File: src/rtl/core/lbfl_pkg.sv
// types and constants of the linked block free list allocator
package lbfl_pkg;

    localparam int LINK_W = 12;
    localparam int CNT_W  = 13;
    localparam int MAX_VOL = 4096;

    typedef enum logic [2:0] {
        FN_READ   = 3'd0,
        FN_WRITE  = 3'd1,
        FN_ALLOC  = 3'd2,
        FN_FREE   = 3'd3,
        FN_EXTEND = 3'd4,
        FN_FORMAT = 3'd5
    } t_func;

    typedef enum logic [1:0] {
        ST_OK       = 2'd0,
        ST_NOSPACE  = 2'd1,
        ST_RANGE    = 2'd2,
        ST_BADCOUNT = 2'd3
    } t_status;

    localparam logic [0:0] CFG_TOTAL_BLOCKS = 1'b0;
    localparam logic [0:0] CFG_ROOT_DIR     = 1'b1;

    typedef enum logic [3:0] {
        S_IDLE,
        S_DECODE,
        S_READ_RD,
        S_ALLOC_WALK,
        S_ALLOC_HEAD,
        S_ALLOC_TERM,
        S_FREE_WALK,
        S_FREE_LINK,
        S_EXT_RD,
        S_EXT_HEAD,
        S_EXT_CLR,
        S_EXT_LINK,
        S_FMT,
        S_DONE
    } t_state;

    typedef struct packed {
        logic [CNT_W-1:0]  total_blocks;
        logic [LINK_W-1:0] root_dir_block;
    } t_cfg;

    typedef struct packed {
        t_func             func;
        logic [LINK_W-1:0] block_index;
        logic [LINK_W-1:0] link_value;
        logic [LINK_W-1:0] block_count;
    } t_item;

    typedef struct packed {
        logic [LINK_W-1:0] result_block;
        t_status           status;
        logic [CNT_W-1:0]  free_count;
    } t_result;

endpackage

File: src/rtl/core/lbfl_ctrl.sv
// operation sequencer: walks chains through the link table and builds results
module lbfl_ctrl #(
    parameter int DEPTH = 4096,
    parameter int AW    = 12
) (
    input  logic                        i_clk,
    input  logic                        i_rst_n,
    input  lbfl_pkg::t_cfg              i_cfg,
    input  logic                        i_in_valid,
    output logic                        o_in_ready,
    input  lbfl_pkg::t_item             i_item,
    output logic                        o_out_valid,
    input  logic                        i_out_ready,
    output lbfl_pkg::t_result           o_result,
    output logic                        o_mem_we,
    output logic [AW-1:0]               o_mem_waddr,
    output logic [lbfl_pkg::LINK_W-1:0] o_mem_wdata,
    output logic [AW-1:0]               o_mem_raddr,
    input  logic [lbfl_pkg::LINK_W-1:0] i_mem_rdata
);
    import lbfl_pkg::*;

    localparam logic [CNT_W-1:0] DEPTH_W = CNT_W'(DEPTH);

    t_state            r_state, n_state;
    t_func             r_func, n_func;
    logic [LINK_W-1:0] r_blk, n_blk;
    logic [LINK_W-1:0] r_val, n_val;
    logic [LINK_W-1:0] r_cnt, n_cnt;
    logic [LINK_W-1:0] r_last, n_last;
    logic [LINK_W-1:0] r_first, n_first;
    logic [LINK_W-1:0] r_steps, n_steps;
    logic [CNT_W-1:0]  r_n, n_n;
    logic [LINK_W-1:0] r_idx, n_idx;
    logic [LINK_W-1:0] r_old, n_old;
    logic [LINK_W-1:0] r_rd, n_rd;
    logic              r_small, n_small;
    logic [LINK_W-1:0] r_head, n_head;
    logic [CNT_W-1:0]  r_ft, n_ft;
    logic [LINK_W-1:0] r_res, n_res;
    t_status           r_st, n_st;
    logic              r_out_valid, n_out_valid;
    t_result           r_out, n_out;

    logic [CNT_W-1:0]  w_tot;
    logic              w_blk_oor;
    logic              w_head_oor;
    logic              w_rdata_oor;
    logic              w_slot_free;
    logic [LINK_W-1:0] w_rd;
    logic [CNT_W-1:0]  w_rd_p1;
    logic [CNT_W-1:0]  w_idx_p1;
    logic [CNT_W:0]    w_sum;
    logic [LINK_W-1:0] w_fmt_val;

    assign w_tot       = (i_cfg.total_blocks > DEPTH_W) ? DEPTH_W : i_cfg.total_blocks;
    assign w_blk_oor   = {1'b0, r_blk} >= w_tot;
    assign w_head_oor  = {1'b0, r_head} >= w_tot;
    assign w_rdata_oor = {1'b0, i_mem_rdata} >= w_tot;
    assign w_slot_free = !r_out_valid || i_out_ready;
    assign w_rd        = (i_cfg.root_dir_block == '0) ? LINK_W'(1) : i_cfg.root_dir_block;
    assign w_rd_p1     = {1'b0, w_rd} + CNT_W'(1);
    assign w_idx_p1    = {1'b0, r_idx} + CNT_W'(1);
    assign w_sum       = {1'b0, r_ft} + {1'b0, r_n};

    // format sweep value: entry 0 the free head, reserved entries zero, free blocks chained in order
    always_comb begin
        if (r_small) begin
            w_fmt_val = '0;
        end else if (r_idx == '0) begin
            w_fmt_val = LINK_W'({1'b0, r_rd} + CNT_W'(1));
        end else if (r_idx <= r_rd) begin
            w_fmt_val = '0;
        end else if (w_idx_p1 < w_tot) begin
            w_fmt_val = w_idx_p1[LINK_W-1:0];
        end else begin
            w_fmt_val = '0;
        end
    end

    assign o_in_ready  = (r_state == S_IDLE);
    assign o_out_valid = r_out_valid;
    assign o_result    = r_out;

    // next state
    always_comb begin
        n_state = r_state;
        case (r_state)
            S_IDLE: begin
                if (i_in_valid) n_state = S_DECODE;
            end
            S_DECODE: begin
                case (r_func)
                    FN_READ:   n_state = w_blk_oor ? S_DONE : S_READ_RD;
                    FN_WRITE:  n_state = S_DONE;
                    FN_ALLOC: begin
                        if (r_cnt == '0 || r_head == '0 || w_head_oor) n_state = S_DONE;
                        else if (r_cnt == LINK_W'(1)) n_state = S_ALLOC_HEAD;
                        else n_state = S_ALLOC_WALK;
                    end
                    FN_FREE:   n_state = (r_blk == '0 || w_blk_oor) ? S_DONE : S_FREE_WALK;
                    FN_EXTEND: n_state = w_blk_oor ? S_DONE : S_EXT_RD;
                    FN_FORMAT: n_state = (w_tot == '0) ? S_DONE : S_FMT;
                    default:   n_state = S_DONE;
                endcase
            end
            S_READ_RD: n_state = S_DONE;
            S_ALLOC_WALK: begin
                if (i_mem_rdata == '0 || w_rdata_oor) n_state = S_DONE;
                else if (r_steps + LINK_W'(1) == r_cnt) n_state = S_ALLOC_HEAD;
            end
            S_ALLOC_HEAD: n_state = S_ALLOC_TERM;
            S_ALLOC_TERM: n_state = S_DONE;
            S_FREE_WALK: begin
                if (i_mem_rdata == '0) n_state = S_FREE_LINK;
                else if (w_rdata_oor || r_n >= w_tot) n_state = S_DONE;
            end
            S_FREE_LINK: n_state = S_DONE;
            S_EXT_RD: begin
                if (i_mem_rdata != '0 || r_head == '0 || w_head_oor) n_state = S_DONE;
                else n_state = S_EXT_HEAD;
            end
            S_EXT_HEAD: n_state = S_EXT_CLR;
            S_EXT_CLR:  n_state = S_EXT_LINK;
            S_EXT_LINK: n_state = S_DONE;
            S_FMT: begin
                if ({1'b0, r_idx} == w_tot - CNT_W'(1)) n_state = S_DONE;
            end
            S_DONE: begin
                if (w_slot_free) n_state = S_IDLE;
            end
            default: n_state = S_IDLE;
        endcase
    end

    // datapath and memory port
    always_comb begin
        n_func      = r_func;
        n_blk       = r_blk;
        n_val       = r_val;
        n_cnt       = r_cnt;
        n_last      = r_last;
        n_first     = r_first;
        n_steps     = r_steps;
        n_n         = r_n;
        n_idx       = r_idx;
        n_old       = r_old;
        n_rd        = r_rd;
        n_small     = r_small;
        n_head      = r_head;
        n_ft        = r_ft;
        n_res       = r_res;
        n_st        = r_st;
        n_out       = r_out;
        n_out_valid = r_out_valid && !i_out_ready;
        o_mem_we    = 1'b0;
        o_mem_waddr = '0;
        o_mem_wdata = '0;
        o_mem_raddr = r_blk[AW-1:0];
        case (r_state)
            S_IDLE: begin
                if (i_in_valid) begin
                    n_func = i_item.func;
                    n_blk  = i_item.block_index;
                    n_val  = i_item.link_value;
                    n_cnt  = i_item.block_count;
                end
            end
            S_DECODE: begin
                n_res = '0;
                n_st  = ST_OK;
                if (r_func == FN_ALLOC) o_mem_raddr = r_head[AW-1:0];
                case (r_func)
                    FN_READ: begin
                        if (w_blk_oor) n_st = ST_RANGE;
                    end
                    FN_WRITE: begin
                        if (w_blk_oor) begin
                            n_st = ST_RANGE;
                        end else begin
                            o_mem_we    = 1'b1;
                            o_mem_waddr = r_blk[AW-1:0];
                            o_mem_wdata = r_val;
                        end
                    end
                    FN_ALLOC: begin
                        if (r_cnt == '0) n_st = ST_BADCOUNT;
                        else if (r_head == '0) n_st = ST_NOSPACE;
                        else if (w_head_oor) n_st = ST_RANGE;
                        n_last  = r_head;
                        n_first = r_head;
                        n_steps = LINK_W'(1);
                    end
                    FN_FREE: begin
                        if (r_blk != '0 && w_blk_oor) n_st = ST_RANGE;
                        n_last = r_blk;
                        n_n    = CNT_W'(1);
                        n_old  = r_head;
                    end
                    FN_EXTEND: begin
                        if (w_blk_oor) n_st = ST_RANGE;
                    end
                    FN_FORMAT: begin
                        n_rd    = w_rd;
                        n_small = (w_rd_p1 >= w_tot);
                        n_idx   = '0;
                        if (w_rd_p1 >= w_tot) begin
                            n_head = '0;
                            n_ft   = '0;
                        end else begin
                            n_head = w_rd_p1[LINK_W-1:0];
                            n_ft   = w_tot - w_rd_p1;
                        end
                    end
                    default: begin
                    end
                endcase
            end
            S_READ_RD: n_res = i_mem_rdata;
            S_ALLOC_WALK: begin
                o_mem_raddr = i_mem_rdata[AW-1:0];
                if (i_mem_rdata == '0) begin
                    n_st = ST_NOSPACE;
                end else if (w_rdata_oor) begin
                    n_st = ST_RANGE;
                end else begin
                    n_last  = i_mem_rdata;
                    n_steps = r_steps + LINK_W'(1);
                end
            end
            S_ALLOC_HEAD: begin
                // entry 0 mirrors the free-list head
                o_mem_we    = 1'b1;
                o_mem_waddr = '0;
                o_mem_wdata = i_mem_rdata;
                n_head      = i_mem_rdata;
                n_ft        = (r_ft > {1'b0, r_cnt}) ? r_ft - {1'b0, r_cnt} : '0;
            end
            S_ALLOC_TERM: begin
                o_mem_we    = 1'b1;
                o_mem_waddr = r_last[AW-1:0];
                o_mem_wdata = '0;
                n_res       = r_first;
            end
            S_FREE_WALK: begin
                o_mem_raddr = i_mem_rdata[AW-1:0];
                if (i_mem_rdata == '0) begin
                    o_mem_we    = 1'b1;
                    o_mem_waddr = '0;
                    o_mem_wdata = r_blk;
                    n_head      = r_blk;
                    n_ft        = (w_sum > {1'b0, w_tot}) ? w_tot : w_sum[CNT_W-1:0];
                end else if (w_rdata_oor || r_n >= w_tot) begin
                    // bad link or a chain that loops
                    n_st = ST_RANGE;
                end else begin
                    n_last = i_mem_rdata;
                    n_n    = r_n + CNT_W'(1);
                end
            end
            S_FREE_LINK: begin
                o_mem_we    = 1'b1;
                o_mem_waddr = r_last[AW-1:0];
                o_mem_wdata = r_old;
            end
            S_EXT_RD: begin
                o_mem_raddr = r_head[AW-1:0];
                if (i_mem_rdata != '0) n_res = i_mem_rdata;
                else if (r_head == '0) n_st = ST_NOSPACE;
                else if (w_head_oor) n_st = ST_RANGE;
                n_last = r_head;
            end
            S_EXT_HEAD: begin
                o_mem_we    = 1'b1;
                o_mem_waddr = '0;
                o_mem_wdata = i_mem_rdata;
                n_head      = i_mem_rdata;
                n_ft        = (r_ft > '0) ? r_ft - CNT_W'(1) : '0;
            end
            S_EXT_CLR: begin
                o_mem_we    = 1'b1;
                o_mem_waddr = r_last[AW-1:0];
                o_mem_wdata = '0;
            end
            S_EXT_LINK: begin
                o_mem_we    = 1'b1;
                o_mem_waddr = r_blk[AW-1:0];
                o_mem_wdata = r_last;
                n_res       = r_last;
            end
            S_FMT: begin
                o_mem_we    = 1'b1;
                o_mem_waddr = r_idx[AW-1:0];
                o_mem_wdata = w_fmt_val;
                n_idx       = w_idx_p1[LINK_W-1:0];
            end
            S_DONE: begin
                if (w_slot_free) begin
                    n_out_valid        = 1'b1;
                    n_out.result_block = r_res;
                    n_out.status       = r_st;
                    n_out.free_count   = r_ft;
                end
            end
            default: begin
            end
        endcase
    end

    always_ff @(posedge i_clk) begin
        if (!i_rst_n) begin
            r_state     <= S_IDLE;
            r_out_valid <= 1'b0;
            r_head      <= '0;
            r_ft        <= '0;
        end else begin
            r_state     <= n_state;
            r_out_valid <= n_out_valid;
            r_head      <= n_head;
            r_ft        <= n_ft;
        end
    end

    always_ff @(posedge i_clk) begin
        r_func  <= n_func;
        r_blk   <= n_blk;
        r_val   <= n_val;
        r_cnt   <= n_cnt;
        r_last  <= n_last;
        r_first <= n_first;
        r_steps <= n_steps;
        r_n     <= n_n;
        r_idx   <= n_idx;
        r_old   <= n_old;
        r_rd    <= n_rd;
        r_small <= n_small;
        r_res   <= n_res;
        r_st    <= n_st;
        r_out   <= n_out;
    end

endmodule

File: config.mk
export PLATFORM = sky130hd
export DESIGN_NAME = lbfl_ctrl
export DESIGN_NICKNAME = d
export VERILOG_FILES = /design/src/rtl/core/lbfl_pkg.sv /design/src/rtl/core/lbfl_ctrl.sv
export SDC_FILE = /design/constraint.sdc
export NUM_CORES = 1
export LEC_CHECK = 0
export ABC_AREA = 1
export BUFFER_PORTS_ARGS = -buffer_cell sky130_fd_sc_hd__buf_2
export CELL_PAD_IN_SITES_DETAIL_PLACEMENT = 0
export CELL_PAD_IN_SITES_GLOBAL_PLACEMENT = 1
export CORE_ASPECT_RATIO = 0.8
export CORE_MARGIN = 1.5
export CORE_UTILIZATION = 41
export DETAILED_ROUTE_END_ITERATION = 8
export PLACE_DENSITY = 0.87
export SLEW_MARGIN = 40
export SYNTH_ARGS = -nofsm -noshare
export SYNTH_HDL_FRONTEND = slang
export SYNTH_SLANG_ARGS = --single-unit
File: constraint.sdc
create_clock -name i_clk -period 3.4 [get_ports i_clk]
set_input_delay 0.51 -clock i_clk [delete_from_list [all_inputs] [get_ports i_clk]]
set_output_delay 0.51 -clock i_clk [all_outputs]
set_load 0.02 [all_outputs]
Word level (Yosys, flattened, before mapping) --
Cells that the tools add are included.
Operators by class: $add $sub $neg 10, order comparisons 11, equal/unequal tests 40, muxes and demuxes 80, reduce and logical (&&, ||, !) cells 50
Operators with widths (number):
- $mux W12 | 23
- $mux W13 | 10
- $pmux W12 S4 | 2
- $logic_not A12 Y1 | 6
- $pmux W12 S2 | 3
- $pmux W12 S3 | 2
- $pmux W12 S6 | 1
- $pmux W12 S5 | 1
- $pmux W13 S4 | 1
- $pmux W4 S11 | 1
- $mux W4 | 10
- $ge A12 B13 Y1 | 3
- $add A12 B1 Y13 const B | 2
- $ge A13 B13 Y1 | 2
- $ne A2 B2 Y1 const B | 13
- $pmux W13 S2 | 1
- $sub A13 B1 Y13 const B | 2
- $add A12 B1 Y12 const B | 2
- $eq A4 B4 Y1 const B | 6
- $mux W2 | 12
- $reduce_bool A12 Y1 | 2
- $pmux W4 S5 | 1
- $eq A4 B3 Y1 const B | 4
- $add A13 B13 Y14 | 1
- other kinds (44) | 80
Word-level totals: register bits 196, input bits 80, output and inout bits 66, word-level logic and storage cells 212

Longest topological paths before layout --
depth in word-level cells 8, depth in mapped cells 25, mapped depth without buffers 25

Worst setup path before layout --
Ideal clock, no wire load.
path kind input port to flip-flop, from input port i_in_valid, to register r_blk[0], enable pin, setup time 0.484 ns, arrival 3.251 ns, required time 2.916 ns, setup slack -0.335 ns, stages 2, path buffers 0, cell sequence inv_1 -> nor3_1
On the way: longest elaborated chain between the ends 1
RTL lines:
- from (decl) | RTL line lbfl_ctrl.sv:9 | input logic i_in_valid,
- $reduce_and A2 Y1 (no line)
- to (signal assigned) | RTL line lbfl_ctrl.sv:326 | r_blk <= n_blk;
- to (decl) | RTL line lbfl_ctrl.sv:27 | logic [LINK_W-1:0] r_blk, n_blk;
Every way passes these cells. A chain may end at the register's enable or synchronous reset.

Worst setup path after layout --
from register r_idx[0], to output port o_mem_wdata[8] (netlist name)
On the way: longest elaborated chain between the ends 7, elaborated cells on any way between the ends 9, classes of those cells 1 x add/sub; 2 x order compare; 5 x mux; 1 x reduce/logical
RTL lines:
- from (decl) | RTL line lbfl_ctrl.sv:34 | logic [LINK_W-1:0] r_idx, n_idx;
- from (signal assigned) | RTL line lbfl_ctrl.sv:333 | r_idx <= n_idx;
- $add A12 B1 Y13 | RTL line lbfl_ctrl.sv:63 | assign w_idx_p1 = {1'b0, r_idx} + CNT_W'(1);
- named net w_idx_p1[0] | RTL line lbfl_ctrl.sv:52 | logic [CNT_W-1:0] w_idx_p1;
- $lt A13 B13 Y1 | RTL line lbfl_ctrl.sv:74 | end else if (w_idx_p1 < w_tot) begin
- $mux W12 | RTL line lbfl_ctrl.sv:74
- $mux W12 | RTL line lbfl_ctrl.sv:72 | end else if (r_idx <= r_rd) begin
- $mux W12 | RTL line lbfl_ctrl.sv:70 | end else if (r_idx == '0) begin
- $mux W12 | RTL line lbfl_ctrl.sv:68 | if (r_small) begin
- $pmux W12 S6 | RTL line lbfl_ctrl.sv:160 | case (r_state)
- to (decl) | RTL line lbfl_ctrl.sv:17 | output logic [lbfl_pkg::LINK_W-1:0] o_mem_wdata,
The timed path passes the listed nets, and every way through them passes these cells.

==> results.md <==
- Routability Congestion: 1.04
- Worst Path Required: 2.89 ns
- Sequential area share after synthesis: 36.8%
- Vias in the first global route: 15.2k
- DR iter-0 viols: 1791
- Worst-margin pin slew: 0.745 ns
- Global-route wire length before repair: 91700 um
- EDFF count, synth: 166
- GR Util All Layers: 32.3%
- Fin crit share: 119%
- Largest net degree at the start of global routing: 34
- DRT Wirelength: 62400 um
- Initial antenna violation count: 1
- Vias per std cell: 5.74
- ANT cells: 0
- Async set or reset register ratio after synthesis: 0%
- Die footprint: 0.0382 mm2
- Worst-Skew Late Latency: 0.48 ns
- Hold Vio Cnt, Final: 0
- Pwr dens: 731 mW/mm2
- Post-Route Utilization: 56.3%
- Critical Path Sink Type: output port
- Fraction of layout cells with a size suffix above 1: 27.9%
- Clock root buffer: clkbuf_16
- Synthesized cell area: 0.0152 mm2
- Hold path depth: 1
- Leak pwr: 0.00925 uW
- Net Count, Synth: 2180
- Sequential Power Share: 26.5%
- I/O pin cnt: 146
- Switch Pwr: 7080 uW
- DRC: 0
- RSZ-0062 raised after global routing: true
- Yosys warning total: 0
- Clock group share of total power: 14.0%
- Launch point of the worst path: r_idx[0]$_SDFFCE_PN0P_
- Syn Area/Cell: 7.73 um2
- Internal Power: 7810 uW
- CTS tree: built
- Synth Instances: 1965
- Status: complete, but fails checks
- Core Box Area: 0.0362 mm2
- Crit start category: flop
- Most frequent cells in the layout: 340 x nand2_1, 264 x buf_4, 246 x inv_1
- HP Start: i_item[26]
- Total vias in the final route: 16.3k
- Clock-pin slew on the worst setup and hold paths: 0.08 ns
- Max Cap Viol: 0
- Starting density of the core: 41.9%
- Routed Antenna Nets: 0
- Area Growth Syn to Fin: 34.2%
- Clock Skews: 0.0186 ns
- CTS Buf Count: 17
- DIE WIDTH: 218 um
- Pins Over Slew Limit: 0
- Max Fclk: 248 MHz
- Dpl hpwl: 49100 um
- Die height: 175 um
- Worst reg-to-reg path cell count: 24
- Drt first pass iters: 8
- CP Data Arrival Time: 3.52 ns
- Synthesis-stage register bit count: 196
- Cell Count, Final, Fillers Out: 2847
- Row count: 62
- Total grt overflow: 0
- # port buffers: 145
- Max FO, Critical Path: 6
- Max VDD drop: 609 uV
- Max-slew headroom: 49.8%
- CTS H-tree lvls: 4
- Reg2reg start: r_n[1]$_SDFFCE_PN0P_
- Clock Path Buffers: 2
- Predominant post-synthesis flop cell: edfxtp_1
- Distinct cell type count after synthesis: 55
- Count of final setup violators: 28
- Violations in the final reports: setup timing
- Dpl cells: 2770
- Post-layout min period: 4.03 ns
- Switching fraction of total power: 47.5%
- Sink Count: 196
- Post-layout nets: 2569
- Post-DR wirelength/cell: 21.9 um
- Setup slack after layout: -0.630 ns
- Commonest non-fill, non-tap cell in the layout: nand2_1
- Hold_ws: 0.203 ns
- Worst hold path class: in2reg
- Combinational power share: 59.5%
- # fillers: 3309
- Worst Setup Path Type: reg2out
## cells in the mapped netlist (6+ instances only)
cell type  number  area share (%)
clkbuf_1       40            0.99
nor3_1         35             1.2
o211ai_1       38             1.9
nand3_1       127             4.2
nand3b_1       10            0.49
buf_2          11            0.36
edfxtp_1      166              33
xor2_1         44             2.5
o21ai_0       106             3.5
nand2_1       374             9.2
inv_1         266             6.6
nor4_1         13            0.54
o221ai_1       19             1.1
nand4_1        58             2.4
a221oi_1        8            0.46
xnor2_1        10            0.58
nor2_1        213             5.3
o2111ai_1      11            0.63
a21boi_0        6            0.30
ha_1          132              11
a21oi_1       136             4.5
a22oi_1        21             1.0
a31oi_1        17            0.70
dfxtp_1        30             4.0
or2_2           6            0.25
## sequential cells by signal, summed over array words and instances, names as in the netlist
register     count
o_out_valid      1
o_result        27
r_blk           12
r_cnt           12
r_first         12
r_ft            13
r_func           3
r_head          12
r_idx           12
r_last          12
r_n             13
r_old           12
r_rd            12
r_res           12
r_small          1
r_st             2
r_state          4
r_steps         12
r_val           12
## power by group through the flow
stage	Clock [uW]	Combinational (uW)	Sequential, uW
2_1_floorplan	0	4710	3810
3_3_place_gp	0	7460	3940
3_5_place_dp	0	7570	3950
4_1_cts	2100	8070	3910
5_1_grt	2160	9630	3970
6_report	2090	8860	3940
## layer usage
metal  up-vias  part of all wire, %  global-route usage (%)
met1      7729                   44                    46.3
li1       7604                    -                       -
met2       866                   42                    47.1
met3       132                   11                    7.97
met5         -                0.029                       0
met4         2                  3.1                    10.7
## final timing paths
kind	end	slack [ns]
hold / removal	r_blk[2]$_DFFE_PP_	0.20
setup reg to reg	r_ft[3]$_SDFFE_PN0P_	-0.01
setup / recovery	o_mem_wdata[8]	-0.63
hold reg to reg	o_result[16]$_DFFE_PP_	0.42
## through the flow
| stage | cell area [um2] | setup WS, ns | TNS, ns | power [uW] |
|---|---|---|---|---|
| 4_1_cts | 19800 | -0.484 | -6.87 | 14100 |
| 6_report | 20400 | -0.630 | -8.77 | 14900 |
| 5_1_grt | 20400 | -0.706 | -14.16 | 15800 |
| 3_5_place_dp | 18300 | -0.465 | -26.68 | 11500 |
| 2_1_floorplan | 15300 | -0.0808 | -0.565 | 8520 |
| 3_3_place_gp | 18300 | -0.407 | -21.01 | 11400 |
## kinds of logic after synthesis
kind of cell             count (synthesis)  share of synthesized area [%]
AND/OR/NAND/NOR                        858                           24.6
AO/OA/AOI/OAI                          393                           15.7
XOR/XNOR                                55                           3.26
buffers and inverters                  328                           8.45
adder cells (fa/ha/maj)                135                           11.3
flip-flops                             196                           36.8
## repair_timing
item,CTS,global route
hold buffers,0,0
pin swaps,38,70
buffers inserted,36,13
gates resized for setup,167,137
hold endpoints to repair,0,0
setup endpoints to repair,44,86
cloned,2,0
## cell type report
class,count,area (um2),share of cell area [%]
Clock buffer,19,454,2.23
Clock inverter,13,135,0.663
Inverter,269,1020,5.00
Multi-Input combinational cell,1442,9350,45.9
Sequential cell,196,5590,27.4
Tap cell,480,601,2.95
Timing Repair Buffer,428,3240,15.9
## critical path: stages (launching register included)
cell,delay [ns]
edfxtp_1,0.47
buf_6,0.14
inv_2,0.05
nor3_4,0.20
nand3_2,0.13
nor2_4,0.14
nand4_1,0.11
xor2_1,0.19
inv_1,0.10
ha_1,0.29
nand2_2,0.12
nor2_4,0.06
a21oi_4,0.24
nand2_4,0.12
o21ai_0,0.17
nand3_1,0.14
o2111ai_1,0.15
buf_4,0.21
Power figures use the tool's default switching activity.
